<file path="src/rtl/windowed_waveform_generator_macros.svh">
// Assertion macros for the windowed waveform generator.
// Used by the top level; the macros expect signals named clk and rst_n in scope.
`ifndef WINDOWED_WAVEFORM_GENERATOR_MACROS_SVH
`define WINDOWED_WAVEFORM_GENERATOR_MACROS_SVH

// The consequent holds in the same cycle as the antecedent.
`define WWG_ASSERT_SAME(label, ante, cons) \
  label: assert property (@(posedge clk) disable iff (!rst_n) (ante) |-> (cons)) \
    else $error("wwg: same-cycle check failed");

// The consequent holds in the cycle after the antecedent.
`define WWG_ASSERT_NEXT(label, ante, cons) \
  label: assert property (@(posedge clk) disable iff (!rst_n) (ante) |=> (cons)) \
    else $error("wwg: next-cycle check failed");

`endif

</file>
<file path="src/rtl/wwg_pkg.sv">
// Shared constants, codes and types of the windowed waveform generator.
// No dependencies; the top level and the sine unit refer to it by scoped names.
package wwg_pkg;

  localparam int MAX_WINDOWS  = 8;
  localparam int MAX_ELEMENTS = 16;
  localparam int WIN_AW       = (MAX_WINDOWS > 1) ? $clog2(MAX_WINDOWS) : 1;
  localparam int WIN_DW       = 64;

  localparam int CFG_IDX_W  = 3;
  localparam int CFG_DATA_W = 32;

  localparam logic CMD_LOAD = 1'b0;
  localparam logic CMD_TICK = 1'b1;

  localparam logic [31:0] QUARTER_TURN = 32'h4000_0000;

  // Polynomial coefficients of the quarter-wave sine.
  localparam logic [16:0] POLY_A = 17'd102944;
  localparam logic [16:0] POLY_B = 17'd42047;
  localparam logic [16:0] POLY_C = 17'd4640;

  typedef enum logic [1:0] {
    SHAPE_SINE   = 2'd0,
    SHAPE_COS    = 2'd1,
    SHAPE_SQUARE = 2'd2
  } wwg_shape_t;

  typedef enum logic [CFG_IDX_W-1:0] {
    CFG_WAVE_SHAPE   = 3'd0,
    CFG_AMPLITUDE    = 3'd1,
    CFG_PHASE_STEP   = 3'd2,
    CFG_WINDOW_COUNT = 3'd3,
    CFG_ELEMENTS     = 3'd4
  } wwg_cfg_idx_t;

  typedef struct packed {
    logic               start;
    logic [1:0]         shape;
    logic signed [15:0] amp;
    logic [31:0]        phase;
  } wwg_unit_req_t;

  typedef struct packed {
    logic               busy;
    logic               done;
    logic signed [15:0] value;
  } wwg_unit_sts_t;

endpackage

</file>
<file path="src/rtl/wwg_in_if.sv">
// Input channel of the windowed waveform generator: load and tick items.
// Stand-alone interface, no dependencies.
interface wwg_in_if;
  logic        valid;
  logic        ready;
  logic        command;
  logic [2:0]  window_slot;
  logic [31:0] window_start;
  logic [31:0] window_end;
  logic [31:0] time_us;

  modport source (output valid, command, window_slot, window_start, window_end, time_us,
                  input ready);
  modport sink   (input valid, command, window_slot, window_start, window_end, time_us,
                  output ready);
endinterface

</file>
<file path="src/rtl/wwg_out_if.sv">
// Result channel of the windowed waveform generator: one sample per transfer.
// Stand-alone interface, no dependencies.
interface wwg_out_if;
  logic               valid;
  logic               ready;
  logic signed [15:0] sample;
  logic [3:0]         element_index;
  logic               last;

  modport source (output valid, sample, element_index, last, input ready);
  modport sink   (input valid, sample, element_index, last, output ready);
endinterface

</file>
<file path="src/rtl/windowed_waveform_generator.sv">
// Top level of the windowed waveform generator: window store, tick sequencer, output register.
// Depends on wwg_pkg, wwg_in_if, wwg_out_if, wwg_ram, wwg_sine_unit and the macro header.
//
//   channel   direction  content
//   in_chan   sink       load (slot, start, end) or tick (time_us)
//   out_chan  source     sample, element_index, last
//   cfg_*     write      shape, amplitude, phase step, window count, elements
//
// A load leaves the block idle and ready. A tick reads the active window in the cycle after
// its transfer and ends there when it lies outside the window or no elements are set; no
// new item is taken until it ends. Inside a window, the base state computes the base phase
// and the sine unit then computes each sample; its shared 17x17 multiplier yields one product
// per cycle. Reset clears the window store's valid bits at once; no clearing pass is needed.
// A stalled output holds the finished sample in its register while the next one is computed.
`include "windowed_waveform_generator_macros.svh"

module windowed_waveform_generator (
  input  logic                             clk,
  input  logic                             rst_n,
  wwg_in_if.sink                           in_chan,
  wwg_out_if.source                        out_chan,
  input  logic                             cfg_we,
  input  logic [wwg_pkg::CFG_IDX_W-1:0]    cfg_index,
  input  logic [wwg_pkg::CFG_DATA_W-1:0]   cfg_data
);

  typedef enum logic [4:0] {
    ST_IDLE  = 5'b00001,
    ST_CHECK = 5'b00010,
    ST_BASE  = 5'b00100,
    ST_ELEM  = 5'b01000,
    ST_WAIT  = 5'b10000
  } seq_state_t;

  localparam logic [6:0] MaxWin  = 7'(wwg_pkg::MAX_WINDOWS);
  localparam logic [6:0] MaxElem = 7'(wwg_pkg::MAX_ELEMENTS);

  // Configuration registers.
  logic [1:0]         wave_shape_r;
  logic signed [15:0] amplitude_r;
  logic [31:0]        phase_step_r;
  logic [3:0]         window_count_r;
  logic [4:0]         elements_r;

  seq_state_t                   state_r, state_nxt;
  logic [wwg_pkg::WIN_AW-1:0]   aw_r, aw_nxt;
  logic [wwg_pkg::MAX_WINDOWS-1:0] win_valid_r, win_valid_nxt;
  logic                         rd_valid_r;
  logic [31:0]                  time_r;
  logic [31:0]                  base_r;
  logic [31:0]                  phase_r;
  logic [4:0]                   idx_r;
  logic [4:0]                   n_r;

  logic                         out_valid_r, out_valid_nxt;
  logic signed [15:0]           sample_r;
  logic [3:0]                   index_r;
  logic                         last_r;

  logic                         in_xfer, load_xfer, tick_xfer;
  logic                         slot_ok, ram_we;
  logic [wwg_pkg::WIN_AW-1:0]   ram_waddr;
  logic [wwg_pkg::WIN_DW-1:0]   ram_rdata;
  logic [31:0]                  win_start, win_end;
  logic                         in_window, past_window;
  logic [6:0]                   count_eff, aw_inc;
  logic [4:0]                   n_eff;
  logic                         out_xfer, out_free, load_out, is_last;
  logic [31:0]                  base_prod;

  wwg_pkg::wwg_unit_req_t       unit_req;
  wwg_pkg::wwg_unit_sts_t       unit_sts;

  // Input side: new items only while the sequencer is idle.
  assign in_chan.ready = (state_r == ST_IDLE);
  assign in_xfer   = in_chan.valid && in_chan.ready;
  assign load_xfer = in_xfer && (in_chan.command == wwg_pkg::CMD_LOAD);
  assign tick_xfer = in_xfer && (in_chan.command == wwg_pkg::CMD_TICK);

  // A load to a slot beyond the store is dropped.
  assign slot_ok   = ({29'b0, in_chan.window_slot} < 32'(wwg_pkg::MAX_WINDOWS));
  assign ram_we    = load_xfer && slot_ok;
  assign ram_waddr = wwg_pkg::WIN_AW'(in_chan.window_slot);

  wwg_ram #(
    .DEPTH(wwg_pkg::MAX_WINDOWS),
    .WIDTH(wwg_pkg::WIN_DW)
  ) u_win_ram (
    .clk   (clk),
    .we    (ram_we),
    .waddr (ram_waddr),
    .wdata ({in_chan.window_start, in_chan.window_end}),
    .re    (tick_xfer),
    .raddr (aw_r),
    .rdata (ram_rdata)
  );

  // An entry never loaded since reset reads as a zero window.
  assign win_start = rd_valid_r ? ram_rdata[63:32] : 32'd0;
  assign win_end   = rd_valid_r ? ram_rdata[31:0]  : 32'd0;

  assign in_window   = (win_start <= time_r) && (time_r <= win_end);
  assign past_window = (time_r > win_end);

  // Window count of zero acts as one; counts above the store size act as the store size.
  always_comb begin
    count_eff = 7'(window_count_r);
    if (count_eff == 7'd0) begin
      count_eff = 7'd1;
    end else if (count_eff > MaxWin) begin
      count_eff = MaxWin;
    end
  end

  assign aw_inc = 7'(aw_r) + 7'd1;
  assign n_eff  = (7'(elements_r) > MaxElem) ? 5'(wwg_pkg::MAX_ELEMENTS) : elements_r;

  // Only the low word of the product is needed: the phase wraps modulo one turn.
  assign base_prod = phase_step_r * time_r;

  // Output register: a finished sample moves in when the register is empty or draining.
  assign out_xfer = out_valid_r && out_chan.ready;
  assign out_free = !out_valid_r || out_chan.ready;
  assign load_out = (state_r == ST_WAIT) && unit_sts.done && out_free;
  assign is_last  = ((6'(idx_r) + 6'd1) == 6'(n_r));

  // The sine unit starts one sample per visit to the element state; cosine is a quarter
  // turn ahead.
  always_comb begin
    unit_req.start = (state_r == ST_ELEM);
    unit_req.shape = wave_shape_r;
    unit_req.amp   = amplitude_r;
    unit_req.phase = (wave_shape_r == wwg_pkg::SHAPE_COS) ?
                     (phase_r + wwg_pkg::QUARTER_TURN) : phase_r;
  end

  wwg_sine_unit u_sine (
    .clk   (clk),
    .rst_n (rst_n),
    .req   (unit_req),
    .sts   (unit_sts)
  );

  always_comb begin
    state_nxt     = state_r;
    aw_nxt        = aw_r;
    win_valid_nxt = win_valid_r;
    out_valid_nxt = out_valid_r;

    if (ram_we) begin
      win_valid_nxt[ram_waddr] = 1'b1;
    end

    if (out_xfer) begin
      out_valid_nxt = 1'b0;
    end
    if (load_out) begin
      out_valid_nxt = 1'b1;
    end

    case (state_r)
      ST_IDLE: begin
        if (tick_xfer) begin
          state_nxt = ST_CHECK;
        end
      end
      ST_CHECK: begin
        if (in_window) begin
          state_nxt = (n_eff == 5'd0) ? ST_IDLE : ST_BASE;
        end else begin
          state_nxt = ST_IDLE;
          // Past the window's end: move on to the next window, wrapping after the last.
          if (past_window) begin
            aw_nxt = (aw_inc >= count_eff) ? '0 : wwg_pkg::WIN_AW'(aw_inc);
          end
        end
      end
      ST_BASE: state_nxt = ST_ELEM;
      ST_ELEM: state_nxt = ST_WAIT;
      ST_WAIT: begin
        if (load_out) begin
          state_nxt = is_last ? ST_IDLE : ST_ELEM;
        end
      end
      default: state_nxt = ST_IDLE;
    endcase
  end

  always_ff @(posedge clk) begin
    if (!rst_n) begin
      state_r        <= ST_IDLE;
      aw_r           <= '0;
      win_valid_r    <= '0;
      out_valid_r    <= 1'b0;
      wave_shape_r   <= 2'd0;
      amplitude_r    <= 16'sd0;
      phase_step_r   <= 32'd0;
      window_count_r <= 4'd1;
      elements_r     <= 5'd1;
    end else begin
      state_r     <= state_nxt;
      aw_r        <= aw_nxt;
      win_valid_r <= win_valid_nxt;
      out_valid_r <= out_valid_nxt;
      if (cfg_we) begin
        case (cfg_index)
          wwg_pkg::CFG_WAVE_SHAPE:   wave_shape_r   <= cfg_data[1:0];
          wwg_pkg::CFG_AMPLITUDE:    amplitude_r    <= $signed(cfg_data[15:0]);
          wwg_pkg::CFG_PHASE_STEP:   phase_step_r   <= cfg_data;
          wwg_pkg::CFG_WINDOW_COUNT: window_count_r <= cfg_data[3:0];
          wwg_pkg::CFG_ELEMENTS:     elements_r     <= cfg_data[4:0];
          default: ;
        endcase
      end
    end
  end

  // Datapath registers, no reset needed.
  always_ff @(posedge clk) begin
    if (tick_xfer) begin
      time_r     <= in_chan.time_us;
      rd_valid_r <= win_valid_r[aw_r];
    end
    if (state_r == ST_CHECK) begin
      n_r <= n_eff;
    end
    if (state_r == ST_BASE) begin
      base_r  <= base_prod;
      phase_r <= 32'd0;
      idx_r   <= 5'd0;
    end
    if (load_out) begin
      sample_r <= unit_sts.value;
      index_r  <= idx_r[3:0];
      last_r   <= is_last;
      idx_r    <= idx_r + 5'd1;
      phase_r  <= phase_r + base_r;
    end
  end

  assign out_chan.valid         = out_valid_r;
  assign out_chan.sample        = sample_r;
  assign out_chan.element_index = index_r;
  assign out_chan.last          = last_r;

  // A tick always goes to the window check in the next cycle.
  `WWG_ASSERT_NEXT(a_tick_to_check, tick_xfer, state_r == ST_CHECK)
  // More samples of a run are still under way whenever a non-final one transfers.
  `WWG_ASSERT_SAME(a_run_pending, out_xfer && !out_chan.last,
                   state_r == ST_ELEM || state_r == ST_WAIT)
  // The sine unit is never started while it is still working.
  `WWG_ASSERT_SAME(a_unit_free, unit_req.start, !unit_sts.busy)

endmodule

</file>
<file path="src/rtl/wwg_ram.sv">
// Generic single-port-write, single-port-read synchronous RAM, registered read.
// No dependencies.
module wwg_ram #(
  parameter int DEPTH = 8,
  parameter int WIDTH = 64
) (
  input  logic                                   clk,
  input  logic                                   we,
  input  logic [((DEPTH > 1) ? $clog2(DEPTH) : 1)-1:0] waddr,
  input  logic [WIDTH-1:0]                       wdata,
  input  logic                                   re,
  input  logic [((DEPTH > 1) ? $clog2(DEPTH) : 1)-1:0] raddr,
  output logic [WIDTH-1:0]                       rdata
);

  logic [WIDTH-1:0] mem [DEPTH];

  always_ff @(posedge clk) begin
    if (we) begin
      mem[waddr] <= wdata;
    end
  end

  always_ff @(posedge clk) begin
    if (re) begin
      rdata <= mem[raddr];
    end
  end

endmodule

</file>
<file path="src/rtl/wwg_sine_unit.sv">
// Multi-cycle sine and scaling unit: one Q0.32 phase in, one signed sample out.
// Depends on wwg_pkg for coefficients, shape codes and the request/status structs.
module wwg_sine_unit (
  input  logic                   clk,
  input  logic                   rst_n,
  input  wwg_pkg::wwg_unit_req_t req,
  output wwg_pkg::wwg_unit_sts_t sts
);

  typedef enum logic [9:0] {
    U_IDLE = 10'b00_0000_0001,
    U_X2   = 10'b00_0000_0010,
    U_X3   = 10'b00_0000_0100,
    U_X5   = 10'b00_0000_1000,
    U_PA   = 10'b00_0001_0000,
    U_PC   = 10'b00_0010_0000,
    U_PB   = 10'b00_0100_0000,
    U_SIN  = 10'b00_1000_0000,
    U_MUL  = 10'b01_0000_0000,
    U_RND  = 10'b10_0000_0000
  } unit_state_t;

  unit_state_t        state_r, state_nxt;
  logic               done_r, done_nxt;

  logic [16:0]        x_r, x2_r, x3_r, x5_r;
  logic [1:0]         q_r;
  logic [1:0]         shape_r;
  logic signed [15:0] amp_r;
  logic [34:0]        acc_r;
  logic signed [16:0] m_r;
  logic signed [32:0] prod_r;
  logic signed [15:0] value_r;

  logic [15:0]        frac;
  logic [16:0]        x_in;
  logic [16:0]        mul_a, mul_b;
  logic [33:0]        mul_p;
  logic [34:0]        mul_ext;
  logic [34:0]        round_sum;
  logic [17:0]        s_full;
  logic [15:0]        s_mag;
  logic signed [16:0] m_val;
  logic [32:0]        mag;
  logic [32:0]        mag_sum;
  logic [17:0]        r_val;
  logic signed [15:0] val;

  // Quarter-wave argument, mirrored in the second and fourth quadrants.
  assign frac = req.phase[29:14];
  assign x_in = req.phase[30] ? (17'h1_0000 - {1'b0, frac}) : {1'b0, frac};

  // One shared unsigned multiplier serves the powers and the coefficient products.
  always_comb begin
    case (state_r)
      U_X2:    begin mul_a = x_r;    mul_b = x_r;  end
      U_X3:    begin mul_a = x2_r;   mul_b = x_r;  end
      U_X5:    begin mul_a = x3_r;   mul_b = x2_r; end
      U_PA:    begin mul_a = wwg_pkg::POLY_A; mul_b = x_r;  end
      U_PC:    begin mul_a = wwg_pkg::POLY_C; mul_b = x5_r; end
      U_PB:    begin mul_a = wwg_pkg::POLY_B; mul_b = x3_r; end
      default: begin mul_a = '0;     mul_b = '0;   end
    endcase
  end

  assign mul_p   = {17'b0, mul_a} * {17'b0, mul_b};
  assign mul_ext = {1'b0, mul_p};

  // Round the polynomial to Q15 and clamp at full scale.
  assign round_sum = acc_r + 35'd65536;
  assign s_full    = round_sum[34:17];
  assign s_mag     = (s_full > 18'd32768) ? 16'h8000 : s_full[15:0];
  assign m_val     = q_r[1] ? -$signed({1'b0, s_mag}) : $signed({1'b0, s_mag});

  // Scale by amplitude, rounding half away from zero, then saturate.
  assign mag     = prod_r[32] ? 33'(-prod_r) : 33'(prod_r);
  assign mag_sum = mag + 33'd16384;
  assign r_val   = mag_sum[32:15];

  always_comb begin
    case (shape_r)
      wwg_pkg::SHAPE_SINE, wwg_pkg::SHAPE_COS: begin
        if (prod_r[32]) begin
          val = 16'(-r_val);
        end else if (r_val > 18'd32767) begin
          val = 16'sh7FFF;
        end else begin
          val = 16'(r_val);
        end
      end
      wwg_pkg::SHAPE_SQUARE: begin
        if (m_r < 0) begin
          val = (amp_r == -16'sd32768) ? 16'sh7FFF : -amp_r;
        end else begin
          val = amp_r;
        end
      end
      default: val = '0;
    endcase
  end

  always_comb begin
    state_nxt = state_r;
    done_nxt  = done_r;
    case (state_r)
      U_IDLE: begin
        if (req.start) begin
          state_nxt = U_X2;
          done_nxt  = 1'b0;
        end
      end
      U_X2:  state_nxt = U_X3;
      U_X3:  state_nxt = U_X5;
      U_X5:  state_nxt = U_PA;
      U_PA:  state_nxt = U_PC;
      U_PC:  state_nxt = U_PB;
      U_PB:  state_nxt = U_SIN;
      U_SIN: state_nxt = U_MUL;
      U_MUL: state_nxt = U_RND;
      U_RND: begin
        state_nxt = U_IDLE;
        done_nxt  = 1'b1;
      end
      default: state_nxt = U_IDLE;
    endcase
  end

  always_ff @(posedge clk) begin
    if (!rst_n) begin
      state_r <= U_IDLE;
      done_r  <= 1'b0;
    end else begin
      state_r <= state_nxt;
      done_r  <= done_nxt;
    end
  end

  always_ff @(posedge clk) begin
    case (state_r)
      U_IDLE: begin
        if (req.start) begin
          x_r     <= x_in;
          q_r     <= req.phase[31:30];
          shape_r <= req.shape;
          amp_r   <= req.amp;
        end
      end
      U_X2:  x2_r   <= mul_p[32:16];
      U_X3:  x3_r   <= mul_p[32:16];
      U_X5:  x5_r   <= mul_p[32:16];
      U_PA:  acc_r  <= mul_ext;
      U_PC:  acc_r  <= acc_r + mul_ext;
      U_PB:  acc_r  <= (mul_ext > acc_r) ? '0 : (acc_r - mul_ext);
      U_SIN: m_r    <= m_val;
      U_MUL: prod_r <= amp_r * m_r;
      U_RND: value_r <= val;
      default: ;
    endcase
  end

  assign sts.busy  = (state_r != U_IDLE);
  assign sts.done  = done_r;
  assign sts.value = value_r;

endmodule
</file>
<file path="src/flat_wrapper.sv">
// flat-port wrapper written by rule: the top's interface ports become plain ports
module windowed_waveform_generator_flat 
  (clk, rst_n, cfg_we, cfg_index, cfg_data, in_chan_valid, in_chan_command, in_chan_window_slot, in_chan_window_start, in_chan_window_end, in_chan_time_us, in_chan_ready, out_chan_valid, out_chan_sample, out_chan_element_index, out_chan_last, out_chan_ready);
  wwg_in_if in_chan_i ();
  wwg_out_if out_chan_i ();
  input  logic clk;
  input  logic rst_n;
  input  logic cfg_we;
  input  logic [wwg_pkg::CFG_IDX_W-1:0] cfg_index;
  input  logic [wwg_pkg::CFG_DATA_W-1:0] cfg_data;
  input wire logic [$bits(in_chan_i.valid)-1:0] in_chan_valid;
  input wire logic [$bits(in_chan_i.command)-1:0] in_chan_command;
  input wire logic [$bits(in_chan_i.window_slot)-1:0] in_chan_window_slot;
  input wire logic [$bits(in_chan_i.window_start)-1:0] in_chan_window_start;
  input wire logic [$bits(in_chan_i.window_end)-1:0] in_chan_window_end;
  input wire logic [$bits(in_chan_i.time_us)-1:0] in_chan_time_us;
  output wire logic [$bits(in_chan_i.ready)-1:0] in_chan_ready;
  output wire logic [$bits(out_chan_i.valid)-1:0] out_chan_valid;
  output wire logic [$bits(out_chan_i.sample)-1:0] out_chan_sample;
  output wire logic [$bits(out_chan_i.element_index)-1:0] out_chan_element_index;
  output wire logic [$bits(out_chan_i.last)-1:0] out_chan_last;
  input wire logic [$bits(out_chan_i.ready)-1:0] out_chan_ready;
  assign in_chan_i.valid = in_chan_valid;
  assign in_chan_i.command = in_chan_command;
  assign in_chan_i.window_slot = in_chan_window_slot;
  assign in_chan_i.window_start = in_chan_window_start;
  assign in_chan_i.window_end = in_chan_window_end;
  assign in_chan_i.time_us = in_chan_time_us;
  assign in_chan_ready = in_chan_i.ready;
  assign out_chan_valid = out_chan_i.valid;
  assign out_chan_sample = out_chan_i.sample;
  assign out_chan_element_index = out_chan_i.element_index;
  assign out_chan_last = out_chan_i.last;
  assign out_chan_i.ready = out_chan_ready;
  windowed_waveform_generator u_core (.clk(clk), .rst_n(rst_n), .in_chan(in_chan_i), .out_chan(out_chan_i), .cfg_we(cfg_we), .cfg_index(cfg_index), .cfg_data(cfg_data));
endmodule
</file>
<file path="config.mk">
export PLATFORM = sky130hd
export DESIGN_NAME = windowed_waveform_generator_flat
export DESIGN_NICKNAME = d
export VERILOG_FILES = /design/src/rtl/wwg_pkg.sv /design/src/rtl/wwg_in_if.sv /design/src/rtl/wwg_out_if.sv /design/src/rtl/windowed_waveform_generator.sv /design/src/rtl/wwg_ram.sv /design/src/rtl/wwg_sine_unit.sv /design/src/flat_wrapper.sv
export VERILOG_INCLUDE_DIRS = /design/src /design/src/rtl
export SDC_FILE = /design/constraint.sdc
export NUM_CORES = 2
export LEC_CHECK = 0
export BUFFER_PORTS_ARGS = -buffer_cell sky130_fd_sc_hd__buf_2
export CAP_MARGIN = 30
export CORE_MARGIN = 10
export CORE_UTILIZATION = 45
export DETAILED_ROUTE_END_ITERATION = 12
export GPL_TIMING_DRIVEN = 0
export SLEW_MARGIN = 10
export SYNTH_ARGS = -nofsm -noshare
export SYNTH_HDL_FRONTEND = slang
export SYNTH_SLANG_ARGS = --single-unit
</file>
<file path="constraint.sdc">
create_clock -name clk -period 15.85 [get_ports clk]
set_input_delay 1.585 -clock clk [delete_from_list [all_inputs] [get_ports clk]]
set_output_delay 1.585 -clock clk [all_outputs]
set_load 0.02 [all_outputs]
</file>
# ---- Yosys cells after proc, flatten, opt, wreduce, memory -nomap -nowiden
# Memories as Yosys holds them, arrays and structs flattened. A register that Yosys moved wholly into a read port is not among the register bits.
# Cells that the tools add are included.
dict set report totals {
  out_inout_bits 23
  reg_bits 404
  memories 1
  ramBits 512
}
# name depth word_bits read_ports rd_clocked_by_memory_dff wr line
set memory_table {}
lappend memory_table {u_core.u_win_ram.mem 8 64 1 1 1 wwg_ram.sv:16} ;# logic [WIDTH-1:0] mem [DEPTH];
dict set report classes {
  n_addsub 14
  n_bitwise 3
  reduce_logical 29
  muxes 42
  n_mul 3
  magnitude_cmp 13
  n_eq_ne 27
}
# op count
set op_table {}
lappend op_table {{32-bit 2-to-1 mux} 5}
lappend op_table {{16-bit 2-to-1 mux} 7}
lappend op_table {{35-bit case mux with 3 select lines} 1}
lappend op_table {{17-bit case mux with 6 select lines} 1}
lappend op_table {{10-bit case mux with 9 select lines} 1}
lappend op_table {{17-bit case mux with 4 select lines} 1}
lappend op_table {{32-bit less-or-equal comparator} 2}
lappend op_table {{35-bit by 17-bit adder with 35-bit output (second input constant)} 1}
lappend op_table {{35-bit by 34-bit adder with 35-bit output} 1}
lappend op_table {{34-bit by 35-bit greater-than comparator with 1-bit output} 1}
lappend op_table {{35-bit 2-to-1 mux} 1}
lappend op_table {{35-bit by 34-bit subtractor with 35-bit output} 1}
lappend op_table {{17-bit by 17-bit multiplier with 34-bit output} 1}
lappend op_table {{33-bit by 15-bit adder with 33-bit output (second input constant)} 1}
lappend op_table {{16-bit by 17-bit multiplier with 33-bit output} 1}
lappend op_table {{33-bit 2-to-1 mux} 1}
lappend op_table {{33-bit negator} 1}
lappend op_table {{32-bit by 31-bit adder with 32-bit output (second input constant)} 1}
lappend op_table {{32-bit adder} 1}
lappend op_table {{32-bit greater-than comparator} 1}
lappend op_table {{32-bit by 32-bit multiplier with 32-bit output} 1}
lappend op_table {{16-bit negator} 2}
lappend op_table {{16-bit case mux with 2 select lines} 1}
lappend op_table {{5-bit 2-to-1 mux} 6}
lappend op_table {{other kinds (60)} 90}

# ---- Depth between registers and ports, before layout
dict set report depth {
  word_depth 7
  depth_mapped 47
  ltp_nobuf 42
}

# ---- Hierarchy
# A second synthesis with hierarchy kept.
dict set report unflattened {
  cells_unflattened 7386
  hier_area_um2 81509.4
}
# mod seq_area_each_um2 area_per_inst_um2 cells_each instances
set by_module_without_submodules {}
lappend by_module_without_submodules {wwg_sine_unit 5865.6 33824.9 3775 1}
lappend by_module_without_submodules {windowed_waveform_generator 5365.1 26496.7 2795 1}
lappend by_module_without_submodules {wwg_ram 17296.6 21187.8 816 1}

# ---- Worst setup path after synthesis
# No wires, ideal clock.
dict set report synth_path {
  path_kind {register to register}
  start {reg u_core.u_sine.state_r[2]}
  end {reg u_core.u_sine.acc_r[26] (data pin)}
  stages_incl_launch_ff 40
  setup_slack_ns 4.884
  setup_ns 0.153
  t_arrival_ns 10.813
  period_less_slack_ns 10.966
  path_cell_list {dfxtp_1 > nor2_1 > nand2_1 > or3_1 > or3_1 > nor3b_1 > clkbuf_1 > nor2_1 > nand2_1 > nor2_1 > nor2_1 > fa_1 > inv_1 > fa_1 > fa_1 > fa_1 > inv_1 > fa_1 > (+4 left out) > a211oi_1 > o21bai_1 > a31oi_1 > a21oi_1 > o311ai_0 > o221ai_1 > a2111oi_0 > nor3_1 > xor2_1 > ha_1 > clkbuf_1 > or3_1 > nor3_1 > o2111ai_1 > and2_1 > clkbuf_1 > o221a_2 > o22ai_1}
}
dict set report synth_via {
  elab_chain_cells 7
}
# item line
set synth_rtl {}
lappend synth_rtl {{from (decl)} wwg_sine_unit.sv:23} ;# unit_state_t state_r, state_nxt;
lappend synth_rtl {{from (signal assigned)} wwg_sine_unit.sv:133} ;# state_r <= state_nxt;
lappend synth_rtl {{10-bit by 5-bit == test with 1-bit output, or another cell as far along} wwg_sine_unit.sv:55} ;# case (state_r)
lappend synth_rtl {{3-bit OR reduction (no line)} n/a}
lappend synth_rtl {{17-bit case mux with 4 select lines} wwg_sine_unit.sv:55}
lappend synth_rtl {{17-bit by 17-bit multiplier with 34-bit output *} wwg_sine_unit.sv:66} ;# assign mul_p = {17'b0, mul_a} * {17'b0, mul_b};
lappend synth_rtl {{named net u_core.u_sine.mul_p[30]} wwg_sine_unit.sv:38} ;# logic [33:0] mul_p;
lappend synth_rtl {{34-bit by 35-bit greater-than comparator with 1-bit output *} wwg_sine_unit.sv:153} ;# U_PB: acc_r <= (mul_ext > acc_r) ? '0 : (acc_r - mul_ext);
lappend synth_rtl {{35-bit 2-to-1 mux *} wwg_sine_unit.sv:153}
lappend synth_rtl {{35-bit case mux with 3 select lines *} wwg_sine_unit.sv:139} ;# case (state_r)
lappend synth_rtl {{to (signal assigned)} wwg_sine_unit.sv:151} ;# U_PA: acc_r <= mul_ext;
lappend synth_rtl {{to (signal assigned)} wwg_sine_unit.sv:152} ;# U_PC: acc_r <= acc_r + mul_ext;
lappend synth_rtl {{to (signal assigned)} wwg_sine_unit.sv:153}
lappend synth_rtl {{to (decl)} wwg_sine_unit.sv:30} ;# logic [34:0] acc_r;
# The timed path passes the listed nets; every way through them passes the cells marked *.
# A chain may end at the register's enable or synchronous reset.

# ---- Worst setup path in the final report
dict set report layout_path {
  start {reg u_core.u_sine.state_r[2]}
  end {reg u_core.u_sine.acc_r[32] (data pin)}
}
dict set report layout_via {
  elab_chain_cells 7
}
# item line
set layout_rtl {}
lappend layout_rtl {{10-bit by 5-bit == test with 1-bit output, or another cell as far along} wwg_sine_unit.sv:55}
lappend layout_rtl {{3-bit OR reduction (no line)} n/a}
lappend layout_rtl {{17-bit case mux with 4 select lines} wwg_sine_unit.sv:55}
lappend layout_rtl {{17-bit by 17-bit multiplier with 34-bit output *} wwg_sine_unit.sv:66}
lappend layout_rtl {{named net u_core.u_sine.mul_p[30]} wwg_sine_unit.sv:38}
lappend layout_rtl {{35-bit by 34-bit subtractor with 35-bit output / 34-bit by 35-bit greater-than comparator with 1-bit output (equally long branches)} wwg_sine_unit.sv:153}
lappend layout_rtl {{35-bit 2-to-1 mux} wwg_sine_unit.sv:153}
lappend layout_rtl {{35-bit case mux with 3 select lines *} wwg_sine_unit.sv:139}
# Marked as above.

==> results by stage <==
STA:
- The clock period could shrink to 14.43 ns.
- The fmax is about 69 MHz.
- Measured against its own limit, the worst slew margin works out to between 20 and 30%.
- The count of final hold-check violations was 0.
- The post-route setup TNS is 0 ns.
- The count of final max-slew check failures is 0.
- Dividing the final minimum period by the clock period gives ~90%.
- The tightest hold path in the finished design has a slack of roughly 0.4 ns.
- Between clock sinks in the finished design, the worst skew comes to 0.0769 ns.
- Setup repair after global routing left no endpoint under its margin.
- The final-report setup violation count is 0.
- At the pin with the least slew margin, the transition time is about 1.1 ns.

Drt:
- The DRC violations left is 0.
- The ratio of routed vias to standard cells is ~5.5.
- The initial DRC count is between 4000 and 5000.
- The average wire per standard cell is between 20 and 25 um.
- Summing over every cut layer, the via total after detailed routing is approximately 56000.
- The iteration count of the initial detailed-routing pass is 7.
- The count of antenna-violating nets left after detailed routing is 0.
- The final routed wirelength across all metal layers is roughly 230000 um.

Floorplan:
- The chip height is 444 um.
- The row count is between 150 and 200.
- The die outline area is about 200000 sq um.
- The die boundary width is between 400 and 500 um.
- The core area is approximately 180000 sq um.
- The starting utilization of the core area is between 40% and 50%.
- The top-level I/O count is roughly 160.

Synth:
- The fraction of post-synthesis cell area in the top cell type by area is roughly a third.
- The synthesized netlist contains 98 unique library cells.
- The commonest cells after synthesis are 1196 x sky130_fd_sc_hd__inv_1, 990 x sky130_fd_sc_hd__nand2_1, 911 x sky130_fd_sc_hd__fa_1.
- The number of nets handed over by synthesis was around 9000.
- The count of flip-flops with a built-in enable after synthesis is about 890.
- The post-synthesis cell count is about 7400.
- The part of the Yosys area used for sequential elements is around a third.
- The library cell with the largest summed area after synthesis is sky130_fd_sc_hd__edfxtp_1.
- The Yosys step of the flow raised 0 warnings.
- The most common cell in the synthesized netlist is sky130_fd_sc_hd__inv_1.
- The dominant synthesized flop cell is sky130_fd_sc_hd__edfxtp_1.
- The proportion of synthesized flip-flops having asynchronous set or reset is 0%.
- By area the synthesized netlist is led by sky130_fd_sc_hd__edfxtp_1 33%, sky130_fd_sc_hd__fa_1 23%, sky130_fd_sc_hd__ha_1 7.6%.
- Each instance of the synthesized netlist takes up on average between 10 and 15 sq um.
- The number of flip-flops and latches in the synthesized netlist is roughly 1000.
- The post-synthesis cell area is 80800 sq um.

Layout:
- The area taken by multi-input logic gates is ~47000 sq um.
- The area of all sequential standard cells is 28500 sq um.
- Relative to the synthesized area, the layout overhead comes to 10.4%.
- The core utilization of the finished layout is 50.0%.
- In the final design database the tool counted approximately 9300 nets.
- The layout has ~16000 filler cells.
- The proportion of layout cells with a drive suffix above 1 is approximately 9%.

Critical path:
- Among all stages on the critical path, the largest delay is contributed by sky130_fd_sc_hd__o311ai_0.
- The critical setup path kind is flop to flop.
- The number of buffers and inverters on the critical path is 9.
- Across all register-to-register paths, the minimum setup slack is 1.42 ns.
- For the worst setup path, the data required time is 16.41 ns.
- The instance count on the critical path is 40.
- The largest single stage delay on the critical path is a little under 0.9 ns.
- The arrival time at the worst endpoint is between 10 and 15 ns.
- The cell class contributing the biggest share of worst-path delay is compound AO/OA/AOI/OAI gates.
- Measured in cells, the most critical reg-to-reg path has a length of 40.
- The cell seen most often among critical-path stages is sky130_fd_sc_hd__fa_1.
- The maximum fanout along the worst path is 10.
- The worst register-to-register path ends at u_core.u_sine.acc_r[32].
- The sort of element at the start of the critical path is a flop.
- The worst setup path is captured at a flop.
- The source of the worst register-to-register timing path is u_core.u_sine.state_r[2].

CTS:
- Once the clock tree was built, the resizer swapped 0 gates to a different size.
- TritonCTS built the clock tree.
- For this design, the sink count on the clock tree is a little under 1000.
- The tree is rooted in a sky130_fd_sc_hd__clkbuf_16.
- The later pin in the worst-skew pair is clocked with a latency of between 0.7 and 0.8 ns.
- Buffers added to address setup during post-CTS repair amount to 0.
- The H-tree depth reported by CTS is 3.
- The longest clock path from root to sink contains 3 buffers.
- The clock transition at the registers of the reported paths is 0.07 ns.
- Clock tree synthesis inserted a total of 104 buffers.
- In this run, post-CTS hold repair placed 0 buffers.

Pwr:
- The peak supply drop is between 0.1 and 0.15 mV.
- For this design the static power due to leakage is about 37 nW.
- Power spread over the standard cell area amounts to 86.6 nW/um^2.

Job:
- The tool flagged a number of max-cap violations equal to 0.

Min path:
- The class of the most critical hold timing path is flop to flop.
- The launch point of the worst hold path is u_core.u_sine.value_r[14].
- The worst hold path was traced through 0 stages.
- The hold-critical path endpoint is u_core.out_chan.sample[14].

Placed design:
- The detailed placer's ending HPWL is ~180000 um.
- The congestion estimate from routability-driven global placement came to between 0.9 and 1.
- In this run the tool buffered the top-level ports with roughly 160 buffer cells.

Run status:
- The run finished with clean final reports.

Global routing:
- The number of global-route vias before repair is between 50000 and 60000.
- The overall track demand over capacity in global routing is a little under a quarter.
- Entering global routing, the biggest net connects 50 pins.
- The initial antenna violation count is 14.
- Summed over all layers, the global routing overflow is 0.
- The wire length of the first global-routing pass is between 300000 and 400000 um.
## power by group
group          internal (mW)  total (mW)  switching [mW]
combinational          0.910        2.22            1.32
sequential              3.00        3.05          0.0561
clock                   1.39        2.45            1.06
total                   5.30        7.73            2.43
## per-stage QoR
step / worst slack, ns / area, sq um / power, mW / instances
2_1_floorplan: 4.88 / 80800 / 4.66 / 7395
3_3_place_gp: 0.679 / 84500 / 5.29 / 9912
3_5_place_dp: 1.46 / 85600 / 5.33 / 9978
4_1_cts: 1.39 / 89100 / 7.79 / 10200
5_1_grt: 0.777 / 89200 / 8.18 / 10200
6_report: 1.42 / 89200 / 7.73 / 10200
## placed cells by master (no fill, tap or decap), types with 27 or more instances in the layout
cell type	Yosys	routed
sky130_fd_sc_hd__inv_1	1196	1195
sky130_fd_sc_hd__a21oi_1	230	230
sky130_fd_sc_hd__a211oi_1	34	34
sky130_fd_sc_hd__mux4_2	130	130
sky130_fd_sc_hd__o22ai_1	32	32
sky130_fd_sc_hd__nand3_1	73	73
sky130_fd_sc_hd__nand2b_1	58	58
sky130_fd_sc_hd__xor2_1	80	80
sky130_fd_sc_hd__xnor2_1	195	195
sky130_fd_sc_hd__o21a_1	36	36
sky130_fd_sc_hd__edfxtp_1	892	892
sky130_fd_sc_hd__nand2_1	990	988
sky130_fd_sc_hd__nand4_1	42	42
sky130_fd_sc_hd__o31ai_1	27	27
sky130_fd_sc_hd__nor2b_1	30	30
sky130_fd_sc_hd__and2_1	358	358
sky130_fd_sc_hd__dfxtp_1	87	87
sky130_fd_sc_hd__ha_1	493	493
sky130_fd_sc_hd__nor2_1	362	353
sky130_fd_sc_hd__fa_1	911	911
sky130_fd_sc_hd__a221oi_1	34	29
sky130_fd_sc_hd__clkbuf_16	0	107
sky130_fd_sc_hd__o21ai_0	133	133
sky130_fd_sc_hd__buf_2	9	177
sky130_fd_sc_hd__nor3_1	68	66
sky130_fd_sc_hd__a21o_1	86	86
sky130_fd_sc_hd__mux2_2	68	68
sky130_fd_sc_hd__buf_1	29	27
sky130_fd_sc_hd__clkbuf_1	295	312
## state kept, by name, indices dropped and copies added (netlist names), 10 cells and up
signal and count:
u_core.u_sine.amp_r 16, u_core.u_sine.x3_r 17, u_core.u_sine.x2_r 17, u_core.u_sine.state_r 10
u_core.u_win_ram.rdata 64, u_core.amplitude_r 16, u_core.u_sine.x5_r 17, u_core.out_chan.sample 16
u_core.phase_r 32, u_core.base_r 32, u_core.u_sine.prod_r 33, u_core.phase_step_r 32
u_core.u_sine.m_r 17, u_core.u_sine.value_r 16, u_core.time_r 32, u_core.u_win_ram.mem 512
u_core.u_sine.acc_r 35, u_core.u_sine.x_r 17
## area by class of cell
class	count	share of cell area (%)
clock buffer	131	3.16
tap	2355	3.30
multi-input combinational	4883	52.2
timing repair buffer	238	2.09
buffer	334	1.43
clock inverter	65	0.748
inverter	1199	5.05
sequential	979	32.0
antenna	3	0.00842
## per-layer routing
metal | GRT usage, % | wire [um] | part of all wire [%] | vias up
li1 | - | - | - | 25200
met4 | 8.48 | 9350 | 4.1 | 14
met1 | 29.4 | 93500 | 41 | 28400
met2 | 40.1 | 113000 | 49 | 1906
met5 | 0 | 88 | 0.038 | -
met3 | 3.45 | 13500 | 5.9 | 452
## worst max path at each step
| stage | startpoint | slack (ns) | end |
|---|---|---|---|
| floorplan | u_core.u_sine.state_r[2] | 4.88 | u_core.u_sine.acc_r[26] |
| detailed placement | u_core.u_sine.state_r[2] | 1.46 | u_core.u_sine.acc_r[32] |
| global placement | u_core.u_sine.state_r[1] | 0.68 | u_core.u_sine.acc_r[32] |
| finish | u_core.u_sine.state_r[2] | 1.42 | u_core.u_sine.acc_r[32] |
| global route | u_core.u_sine.state_r[2] | 0.78 | u_core.u_sine.acc_r[32] |
| CTS | u_core.u_sine.state_r[2] | 1.39 | u_core.u_sine.acc_r[32] |
## cells by family after synthesis
| family | after synthesis | synth area share [%] |
|---|---|---|
| simple gates | 2132 | 12.3 |
| fa+ha+maj | 1404 | 30.2 |
| mux | 213 | 4.76 |
| compound gates | 858 | 7.24 |
| buf+inv | 1533 | 7.15 |
| flops | 979 | 35.3 |
| xor+xnor | 276 | 3.00 |
## worst reg2reg max path, delay by kind of cell (launching register included)
family | cells | cell delay [ns]
compound gates | 11 | 4.00
xor+xnor | 1 | 0.51
fa+ha+maj | 8 | 3.62
buf+inv | 9 | 2.55
flops | 1 | 0.33
simple gates | 11 | 3.27
No activity file was read; power rests on OpenSTA's default activity.
